$ cat src/rtl/htlp_pkg.sv
// ----------------------------------------------------------------------------
// htlp_pkg
// Shared types and constants for the linear-probing hash table core.
// ----------------------------------------------------------------------------
`default_nettype none

package htlp_pkg;

	localparam int CMD_W    = 2;
	localparam int KEY_W    = 31;
	localparam int DATA_W   = 32;
	localparam int STATUS_W = 3;
	localparam int MARK_W   = 2;

	localparam logic [CMD_W-1:0] CMD_INSERT = 2'd0;
	localparam logic [CMD_W-1:0] CMD_SEARCH = 2'd1;
	localparam logic [CMD_W-1:0] CMD_REMOVE = 2'd2;

	localparam logic [MARK_W-1:0] MARK_EMPTY   = 2'd0;
	localparam logic [MARK_W-1:0] MARK_USED    = 2'd1;
	localparam logic [MARK_W-1:0] MARK_DELETED = 2'd2;

	localparam logic [STATUS_W-1:0] ST_INSERTED  = 3'd0;
	localparam logic [STATUS_W-1:0] ST_UPDATED   = 3'd1;
	localparam logic [STATUS_W-1:0] ST_FULL      = 3'd2;
	localparam logic [STATUS_W-1:0] ST_FOUND     = 3'd3;
	localparam logic [STATUS_W-1:0] ST_NOT_FOUND = 3'd4;
	localparam logic [STATUS_W-1:0] ST_REMOVED   = 3'd5;

	typedef struct packed {
		logic [MARK_W-1:0] mark;
		logic [KEY_W-1:0]  key;
		logic [DATA_W-1:0] value;
	} slot_t;

	localparam int SLOT_W = $bits(slot_t);

	// The home slot reduction consumes this many key bits per cycle.
	localparam int MOD_DIGIT_W = 4;
	localparam int MOD_STEPS   = (KEY_W + MOD_DIGIT_W - 1) / MOD_DIGIT_W;
	localparam int MOD_PAD_W   = MOD_STEPS * MOD_DIGIT_W;
	localparam int MOD_CNT_W   = $clog2(MOD_STEPS);

endpackage

`default_nettype wire

$ cat src/rtl/htlp_cmd_if.sv
// ----------------------------------------------------------------------------
// htlp_cmd_if
// Command channel: operation, key and value with a valid/ready handshake.
// ----------------------------------------------------------------------------
`default_nettype none

interface htlp_cmd_if;
	import htlp_pkg::*;

	logic                     valid;
	logic                     ready;
	logic [CMD_W-1:0]         command;
	logic [KEY_W-1:0]         key;
	logic signed [DATA_W-1:0] data_in;

	modport source (output valid, output command, output key, output data_in, input ready);
	modport sink   (input valid, input command, input key, input data_in, output ready);
endinterface

`default_nettype wire

$ cat src/rtl/htlp_rsp_if.sv
// ----------------------------------------------------------------------------
// htlp_rsp_if
// Response channel: status and looked-up value with a valid/ready handshake.
// ----------------------------------------------------------------------------
`default_nettype none

interface htlp_rsp_if;
	import htlp_pkg::*;

	logic                     valid;
	logic                     ready;
	logic [STATUS_W-1:0]      status;
	logic signed [DATA_W-1:0] data_out;

	modport source (output valid, output status, output data_out, input ready);
	modport sink   (input valid, input status, input data_out, output ready);
endinterface

`default_nettype wire

$ cat src/rtl/htlp_ram.sv
// ----------------------------------------------------------------------------
// htlp_ram
// Generic simple dual-port RAM with one write port and a registered read.
// ----------------------------------------------------------------------------
`default_nettype none

module htlp_ram #(
	parameter int WIDTH = 8,
	parameter int DEPTH = 16
) (
	input  logic                     clk,
	input  logic                     wr_en,
	input  logic [$clog2(DEPTH)-1:0] wr_addr,
	input  logic [WIDTH-1:0]         wr_data,
	input  logic [$clog2(DEPTH)-1:0] rd_addr,
	output logic [WIDTH-1:0]         rd_data
);
	logic [WIDTH-1:0] mem [DEPTH];

	always_ff @(posedge clk) begin
		if (wr_en) begin
			mem[wr_addr] <= wr_data;
		end
		rd_data <= mem[rd_addr];
	end
endmodule

`default_nettype wire

$ cat src/rtl/htlp_mod.sv
// ----------------------------------------------------------------------------
// htlp_mod
// Iterative reduction of a key modulo the slot count, a few bits per cycle.
// ----------------------------------------------------------------------------
`default_nettype none

module htlp_mod #(
	parameter int MODULUS = 16
) (
	input  logic                        clk,
	input  logic                        arst_n,
	input  logic                        start,
	input  logic [htlp_pkg::KEY_W-1:0]  key,
	output logic                        done,
	output logic [$clog2(MODULUS)-1:0]  rem
);
	import htlp_pkg::*;

	localparam int RW = $clog2(MODULUS);
	localparam logic [RW:0] MOD_VAL = (RW+1)'(MODULUS);
	localparam logic [MOD_CNT_W-1:0] LAST_STEP = MOD_CNT_W'(MOD_STEPS - 1);

	logic                 busy_q;
	logic [MOD_CNT_W-1:0] cnt_q;
	logic [RW-1:0]        rem_q;
	logic [MOD_PAD_W-1:0] sh_q;
	logic [RW:0]          step_v;
	logic [RW-1:0]        rem_next;

	always_comb begin
		rem_next = rem_q;
		step_v   = '0;
		for (int i = 0; i < MOD_DIGIT_W; i++) begin
			step_v = {rem_next, sh_q[MOD_PAD_W-1-i]};
			if (step_v >= MOD_VAL) begin
				step_v = step_v - MOD_VAL;
			end
			rem_next = step_v[RW-1:0];
		end
	end

	assign done = busy_q && (cnt_q == LAST_STEP);
	assign rem  = rem_next;

	always_ff @(posedge clk or negedge arst_n) begin
		if (!arst_n) begin
			busy_q <= 1'b0;
			cnt_q  <= '0;
		end else if (start) begin
			busy_q <= 1'b1;
			cnt_q  <= '0;
		end else if (busy_q) begin
			cnt_q <= cnt_q + 1'b1;
			if (done) begin
				busy_q <= 1'b0;
			end
		end
	end

	always_ff @(posedge clk) begin
		if (start) begin
			rem_q <= '0;
			sh_q  <= MOD_PAD_W'(key);
		end else if (busy_q) begin
			rem_q <= rem_next;
			sh_q  <= sh_q << MOD_DIGIT_W;
		end
	end
endmodule

`default_nettype wire

$ cat src/rtl/hash_table_linear_probe_core.sv
// ----------------------------------------------------------------------------
// hash_table_linear_probe_core
// Key/value table with open addressing, linear probing and tombstones.
// ----------------------------------------------------------------------------
// Each command is accepted only while the core is idle and gives exactly one
// response transaction. From one to TABLE_SLOTS slots are probed for each
// command: the key is reduced to its home slot four bits at a time, the slot
// RAM is then read one slot per cycle through its single read port, and the
// finish state writes any changed slot back and loads the response register
// once the output register is free. The table reads as empty straight after
// reset, as every slot carries a written flag that reset clears; no clearing
// pass is needed. A finished response waits in its output register while the
// next command is accepted.
// ----------------------------------------------------------------------------
`default_nettype none

module hash_table_linear_probe_core #(
	parameter int TABLE_SLOTS = 16
) (
	input  logic      clk,
	input  logic      arst_n,
	htlp_cmd_if.sink   cmd,
	htlp_rsp_if.source rsp
);
	import htlp_pkg::*;

	localparam int IDX_W = $clog2(TABLE_SLOTS);
	localparam logic [IDX_W-1:0] LAST_IDX = IDX_W'(TABLE_SLOTS - 1);

	typedef enum logic [3:0] {
		S_IDLE   = 4'b0001,
		S_HASH   = 4'b0010,
		S_PROBE  = 4'b0100,
		S_FINISH = 4'b1000
	} state_t;

	state_t                   state_q;
	logic [CMD_W-1:0]         cmd_q;
	logic [KEY_W-1:0]         key_q;
	logic [DATA_W-1:0]        din_q;
	logic                     accept;
	logic                     mod_done;
	logic [IDX_W-1:0]         home;
	logic [IDX_W-1:0]         ea_q;
	logic [IDX_W-1:0]         ea_next;
	logic [IDX_W-1:0]         cnt_q;
	logic                     hit_q;
	logic [IDX_W-1:0]         hit_idx_q;
	logic [DATA_W-1:0]        hit_val_q;
	logic                     free_q;
	logic [IDX_W-1:0]         free_idx_q;
	logic [TABLE_SLOTS-1:0]   written_q;
	slot_t                    rd_slot;
	slot_t                    slot_eff;
	slot_t                    wr_slot;
	logic [IDX_W-1:0]         rd_addr;
	logic [IDX_W-1:0]         wr_addr;
	logic                     wr_req;
	logic                     wr_en;
	logic                     key_match;
	logic                     free_cand;
	logic                     probe_end;
	logic                     out_free;
	logic                     rsp_valid_q;
	logic [STATUS_W-1:0]      status_q;
	logic [STATUS_W-1:0]      status_d;
	logic signed [DATA_W-1:0] dout_q;
	logic [DATA_W-1:0]        dout_d;

	assign cmd.ready = (state_q == S_IDLE);
	assign accept    = cmd.valid && cmd.ready;
	assign out_free  = !rsp_valid_q || rsp.ready;

	assign rsp.valid    = rsp_valid_q;
	assign rsp.status   = status_q;
	assign rsp.data_out = dout_q;

	htlp_mod #(
		.MODULUS (TABLE_SLOTS)
	) u_mod (
		.clk    (clk),
		.arst_n (arst_n),
		.start  (accept),
		.key    (cmd.key),
		.done   (mod_done),
		.rem    (home)
	);

	htlp_ram #(
		.WIDTH (SLOT_W),
		.DEPTH (TABLE_SLOTS)
	) u_slots (
		.clk     (clk),
		.wr_en   (wr_en),
		.wr_addr (wr_addr),
		.wr_data (wr_slot),
		.rd_addr (rd_addr),
		.rd_data (rd_slot)
	);

	assign ea_next = (ea_q == LAST_IDX) ? '0 : ea_q + 1'b1;
	assign rd_addr = (state_q == S_HASH) ? home : ea_next;

	always_comb begin
		slot_eff = rd_slot;
		if (!written_q[ea_q]) begin
			slot_eff.mark = MARK_EMPTY;
		end
	end

	assign key_match = (slot_eff.mark == MARK_USED) && (slot_eff.key == key_q);
	assign free_cand = (slot_eff.mark != MARK_USED);
	assign probe_end = key_match || (slot_eff.mark == MARK_EMPTY) || (cnt_q == LAST_IDX);

	always_comb begin
		wr_req        = 1'b0;
		wr_addr       = hit_idx_q;
		wr_slot.mark  = MARK_USED;
		wr_slot.key   = key_q;
		wr_slot.value = din_q;
		status_d      = ST_NOT_FOUND;
		dout_d        = '0;
		case (cmd_q)
			CMD_INSERT: begin
				if (hit_q) begin
					wr_req   = 1'b1;
					status_d = ST_UPDATED;
				end else if (free_q) begin
					wr_req   = 1'b1;
					wr_addr  = free_idx_q;
					status_d = ST_INSERTED;
				end else begin
					status_d = ST_FULL;
				end
			end
			CMD_SEARCH: begin
				if (hit_q) begin
					status_d = ST_FOUND;
					dout_d   = hit_val_q;
				end
			end
			CMD_REMOVE: begin
				if (hit_q) begin
					wr_req        = 1'b1;
					wr_slot.mark  = MARK_DELETED;
					wr_slot.value = '0;
					status_d      = ST_REMOVED;
				end
			end
			default: begin
			end
		endcase
	end

	assign wr_en = (state_q == S_FINISH) && out_free && wr_req;

	always_ff @(posedge clk or negedge arst_n) begin
		if (!arst_n) begin
			state_q     <= S_IDLE;
			rsp_valid_q <= 1'b0;
			written_q   <= '0;
			hit_q       <= 1'b0;
			free_q      <= 1'b0;
		end else begin
			if (wr_en) begin
				written_q[wr_addr] <= 1'b1;
			end
			if ((state_q == S_FINISH) && out_free) begin
				rsp_valid_q <= 1'b1;
			end else if (rsp.ready) begin
				rsp_valid_q <= 1'b0;
			end
			case (state_q)
				S_IDLE: begin
					if (accept) begin
						state_q <= S_HASH;
					end
				end
				S_HASH: begin
					if (mod_done) begin
						hit_q   <= 1'b0;
						free_q  <= 1'b0;
						state_q <= S_PROBE;
					end
				end
				S_PROBE: begin
					if (key_match) begin
						hit_q <= 1'b1;
					end
					if (free_cand) begin
						free_q <= 1'b1;
					end
					if (probe_end) begin
						state_q <= S_FINISH;
					end
				end
				S_FINISH: begin
					if (out_free) begin
						state_q <= S_IDLE;
					end
				end
				default: begin
					state_q <= S_IDLE;
				end
			endcase
		end
	end

	always_ff @(posedge clk) begin
		if (accept) begin
			cmd_q <= cmd.command;
			key_q <= cmd.key;
			din_q <= cmd.data_in;
		end
		if ((state_q == S_HASH) && mod_done) begin
			ea_q  <= home;
			cnt_q <= '0;
		end else if (state_q == S_PROBE) begin
			ea_q  <= ea_next;
			cnt_q <= cnt_q + 1'b1;
			if (key_match) begin
				hit_idx_q <= ea_q;
				hit_val_q <= slot_eff.value;
			end
			if (free_cand && !free_q) begin
				free_idx_q <= ea_q;
			end
		end
		if ((state_q == S_FINISH) && out_free) begin
			status_q <= status_d;
			dout_q   <= dout_d;
		end
	end

	a_busy_after_accept: assert property (@(posedge clk) disable iff (!arst_n)
		accept |=> !cmd.ready)
		else $error("Command accepted while the previous one was still in progress.");

	a_search_no_write: assert property (@(posedge clk) disable iff (!arst_n)
		wr_en |-> (cmd_q != CMD_SEARCH))
		else $error("Slot RAM written during a search.");

	a_data_only_found: assert property (@(posedge clk) disable iff (!arst_n)
		(rsp.valid && (rsp.status != ST_FOUND)) |-> (rsp.data_out == '0))
		else $error("Non-zero value returned with a status other than found.");

	a_hash_in_step: assert property (@(posedge clk) disable iff (!arst_n)
		mod_done |-> (state_q == S_HASH))
		else $error("Home slot reduction finished outside the hashing phase.");

	a_probe_bounded: assert property (@(posedge clk) disable iff (!arst_n)
		((state_q == S_PROBE) && (cnt_q == LAST_IDX)) |=> (state_q == S_FINISH))
		else $error("Probe sequence ran past the last slot.");

endmodule

`default_nettype wire

$ cat src/flat_wrapper.sv
// flat-port wrapper written by rule: the top's interface ports become plain ports
module hash_table_linear_probe_core_flat import htlp_pkg::*;
#(
	parameter int TABLE_SLOTS = 16
)
  (clk, arst_n, cmd_valid, cmd_command, cmd_key, cmd_data_in, cmd_ready, rsp_valid, rsp_status, rsp_data_out, rsp_ready);
  htlp_cmd_if cmd_i ();
  htlp_rsp_if rsp_i ();
  input  logic clk;
  input  logic arst_n;
  input wire logic [$bits(cmd_i.valid)-1:0] cmd_valid;
  input wire logic [$bits(cmd_i.command)-1:0] cmd_command;
  input wire logic [$bits(cmd_i.key)-1:0] cmd_key;
  input wire logic [$bits(cmd_i.data_in)-1:0] cmd_data_in;
  output wire logic [$bits(cmd_i.ready)-1:0] cmd_ready;
  output wire logic [$bits(rsp_i.valid)-1:0] rsp_valid;
  output wire logic [$bits(rsp_i.status)-1:0] rsp_status;
  output wire logic [$bits(rsp_i.data_out)-1:0] rsp_data_out;
  input wire logic [$bits(rsp_i.ready)-1:0] rsp_ready;
  assign cmd_i.valid = cmd_valid;
  assign cmd_i.command = cmd_command;
  assign cmd_i.key = cmd_key;
  assign cmd_i.data_in = cmd_data_in;
  assign cmd_ready = cmd_i.ready;
  assign rsp_valid = rsp_i.valid;
  assign rsp_status = rsp_i.status;
  assign rsp_data_out = rsp_i.data_out;
  assign rsp_i.ready = rsp_ready;
  hash_table_linear_probe_core #(.TABLE_SLOTS(TABLE_SLOTS)) u_core (.clk(clk), .arst_n(arst_n), .cmd(cmd_i), .rsp(rsp_i));
endmodule
$ cat config.mk
export PLATFORM = sky130hd
export DESIGN_NAME = hash_table_linear_probe_core_flat
export DESIGN_NICKNAME = d
export VERILOG_FILES = /design/src/rtl/htlp_pkg.sv /design/src/rtl/htlp_cmd_if.sv /design/src/rtl/htlp_rsp_if.sv /design/src/rtl/htlp_ram.sv /design/src/rtl/htlp_mod.sv /design/src/rtl/hash_table_linear_probe_core.sv /design/src/flat_wrapper.sv
export SDC_FILE = /design/constraint.sdc
export NUM_CORES = 2
export LEC_CHECK = 0
export BUFFER_PORTS_ARGS = -buffer_cell sky130_fd_sc_hd__buf_2
export CORE_MARGIN = 5
export CORE_UTILIZATION = 58
export DETAILED_ROUTE_END_ITERATION = 10
export PLACE_DENSITY = 0.77
export REMOVE_ABC_BUFFERS = 1
export SETUP_SLACK_MARGIN = 0.05
export SLEW_MARGIN = 20
export SYNTH_ARGS = -nofsm -noshare
export SYNTH_HDL_FRONTEND = slang
export SYNTH_SLANG_ARGS = --single-unit
$ cat constraint.sdc
create_clock -name clk -period 8.9 [get_ports clk]
set_input_delay 0.445 -clock clk [delete_from_list [all_inputs] [get_ports clk]]
set_output_delay 0.445 -clock clk [all_outputs]
set_load 0.005 [all_outputs]
==> results.tsv <==
metric	value	unit
layout cell share with drive strength beyond 1	24.3	%
crit share post-route	50.0	%
Power Dens Cells	265	mW/mm^2
CTS tree	built	
Worst Setup Start Kind	register	
Vias/cell	6.56	
Worst setup endpoint	u_core.u_slots.mem[4][55]$_DFFE_PP_	
DIE HEIGHT	299	um
number of global-route vias before repair	25100	
Final Max Tran Viols	0	
core area	0.0833	sq mm
DRT Wirelength	113000	um
RSZ-0062 raised after global routing	no	
Min-Delay Path Class	in2reg	
FP Rows	106	
Die W	299	um
Mapped Avg Cell Area	21.4	sq um
post-layout util	65.9	%
Ports	106	
DRC	0	
Post-synth EDFFs	1215	
worst flop-to-flop path endpoint	u_core.u_slots.mem[4][55]$_DFFE_PP_	
Vias	24100	
Starting DRT DRC Count	3113	
worst skew pair latency	0.69	ns
CP arrival	4.74	ns
CP Launch Point	u_core.cmd_q[1]$_DFFE_PP_	
CTS H-tree lvls	3	
ant diodes	0	
Worst IR Drop VDD	183	uV
Reg clk slew, reported paths	0.07	ns
Cell Area, Synth	0.0485	sq mm
total track usage	25.4	%
R2R setup slack	4.45	ns
R2R depth	7	
Detailed Place HPWL	56700	um
total iterations of the first detailed-routing run	6	
clock tree sinks	1312	
most common cell after layout, fill and taps aside	edfxtp_1	
max cap viols	0	
Worst EP required	9.20	ns
Initial Util	58.3	%
cell area after placement	0.0504	sq mm
post-route cell area	0.0549	sq mm
Main synth FF type	edfxtp_1	
sequential fraction of the synthesis area	79.4	%
Antenna Nets Post-Route	0	
Crit Path Category	reg2reg	
Seq cells post-synth	1312	
RD Place Congestion	0.829	
Synth cell types	54	
Final Hold Fails	0	
pin count of the biggest net entering global routing	150	
Area Overhead vs Synth	13.1	%
first-pass GRT wire length	167000	um
post-synthesis instance total	2273	
CTS max path bufs	3	
fillers	5080	
Crit. End Element	register	
Final setup viols	0	
clock root cell	clkbuf_16	
cts repair resizes	0	
Post-synth ARST share	2.06	%
total CTS buffers	119	
Tmin final	4.45	ns
commonest cells after routing, fill and taps aside	edfxtp_1, mux4_2, nand2_1	
die footprint	0.0896	sq mm
Pwr Total	14.6	mW
Slew HR	23.8	%
Seq. cell area	0.0386	sq mm
P_leak	17.9	nW
final net count	2566	
yosys warns	0	
Multi-input gate area	0.00952	sq mm
actual slew at the worst max-slew pin	1.14	ns
worst clock skew	0.0266	ns
Worst Path Max Fanout	44	
worst r2r src	u_core.cmd_q[1]$_DFFE_PP_	
outcome	completed	
Fmax achieved	0.225	GHz
GRT overflow	0	
WL per Instance	30.8	um
PortBufs	105	
antenna violations before repair	1	
==> area by class of cell <==
cell class | count | area share, %
inverters | 12 | 0.0866
repair buffers | 203 | 2.63
clock inverters | 55 | 1.03
clock buffers | 170 | 6.20
well taps | 1080 | 2.46
flip-flops and latches | 1312 | 70.2
multi-input cells | 845 | 17.3
==> cell usage after synthesis, types with 2 or more instances <==
master / n / share of area [%]
o21ai_0: 14 / 0.14
buf_2: 22 / 0.23
dfxtp_1: 70 / 2.9
nor2_1: 41 / 0.32
clkbuf_1: 52 / 0.40
inv_1: 12 / 0.093
clkbuf_4: 2 / 0.031
nand3_1: 8 / 0.082
buf_6: 25 / 0.58
mux2i_1: 5 / 0.10
ha_1: 4 / 0.10
o211ai_1: 2 / 0.031
a21oi_1: 7 / 0.072
a22oi_1: 127 / 2.0
mux2_2: 2 / 0.046
o22ai_1: 3 / 0.039
and3_1: 5 / 0.064
a31oi_1: 5 / 0.064
nor4_1: 2 / 0.026
nor3_1: 10 / 0.10
xor2_1: 3 / 0.054
nor3b_1: 4 / 0.062
o21bai_1: 16 / 0.25
nor2b_1: 5 / 0.064
nand2b_1: 3 / 0.039
nand2_1: 186 / 1.4
edfxtp_1: 1215 / 75
and2_1: 65 / 0.84
nand3b_1: 4 / 0.062
mux2i_4: 2 / 0.093
buf_4: 2 / 0.031
xnor2_1: 33 / 0.60
or3_1: 2 / 0.026
dfrtp_1: 26 / 1.3
nand4_1: 10 / 0.13
mux4_2: 261 / 12
==> layer usage <==
metal / up-vias / track usage [%] / wire length, um / part of all wire (%)
met1: 12700 / 34.2 / 41000 / 36
met3: 230 / 4.08 / 9850 / 8.7
met5: - / 0 / 0 / 0
met2: 1467 / 43.4 / 58800 / 52
li1: 9734 / - / - / -
met4: 0 / 8.06 / 3650 / 3.2
==> metrics by stage <==
stage | std cells | setup slack [ns] | TNS (ns) | hold slack, ns
finish | 3677 | 4.45 | 0 | 0.0353
global route | 3677 | 4.21 | 0 | 0.00652
CTS | 3676 | 4.37 | 0 | 0.00146
detailed placement | 3401 | 4.43 | 0 | 0.390
global placement | 3401 | 4.54 | 0 | 0.389
floorplan | 2169 | -1.62 | -104.18 | 0.149
==> logic make-up (layout without fill, tap and decap cells) <==
| group | Yosys count | after routing | share of synthesized area [%] |
|---|---|---|---|
| buf+inv | 116 | 440 | 1.37 |
| fa+ha+maj | 4 | 4 | 0.103 |
| xor+xnor | 36 | 36 | 0.649 |
| flops | 1312 | 1312 | 79.4 |
| mux | 270 | 270 | 12.4 |
| simple gates | 349 | 349 | 3.33 |
| compound gates | 186 | 186 | 2.77 |
==> critical path: stages (launching register included) <==
cell and delay (ns):
edfxtp_1 0.48, nand2b_1 0.21, nor3_1 0.69, mux2_2 0.43, nor2_1 0.14, nand2_1 0.32
nor2_4 0.88, buf_4 0.86
==> worst min path at each step <==
stage,end,startpoint,cells past startpoint
2_1_floorplan,u_core.free_q$_DFFE_PN0P_,arst_n,0
3_3_place_gp,u_core.hit_val_q[1]$_DFFE_PP_,u_core.u_slots.rd_data[1]$_DFF_P_,0
3_5_place_dp,u_core.hit_val_q[5]$_DFFE_PP_,u_core.u_slots.rd_data[5]$_DFF_P_,0
4_1_cts,u_core.key_q[25]$_DFFE_PP_,cmd_key[25],1
5_1_grt,u_core.key_q[25]$_DFFE_PP_,cmd_key[25],1
6_report,u_core.key_q[10]$_DFFE_PP_,cmd_key[10],1
==> sequential cells by signal (all words and copies together), names as in the netlist, 16 cells and up <==
| signal | flops |
|---|---|
| u_core.din_q | 32 |
| u_core.rsp.data_out | 32 |
| u_core.u_slots.mem | 1040 |
| u_core.written_q | 16 |
| u_core.u_mod.sh_q | 32 |
| u_core.key_q | 31 |
| u_core.u_slots.rd_data | 65 |
| u_core.hit_val_q | 32 |
==> where the power goes <==
part	total [mW]	internal, mW	switching, mW
combinational	1.86	0.770	1.09
clock	5.16	2.96	2.20
sequential	7.54	7.28	0.268
total	14.6	11.0	3.56
==> what timing repair did <==
action,CTS,global route
endpoints found under the hold margin,75,0
hold buffers,50,0
buffers inserted,0,0
Power figures use the tool's default switching activity.
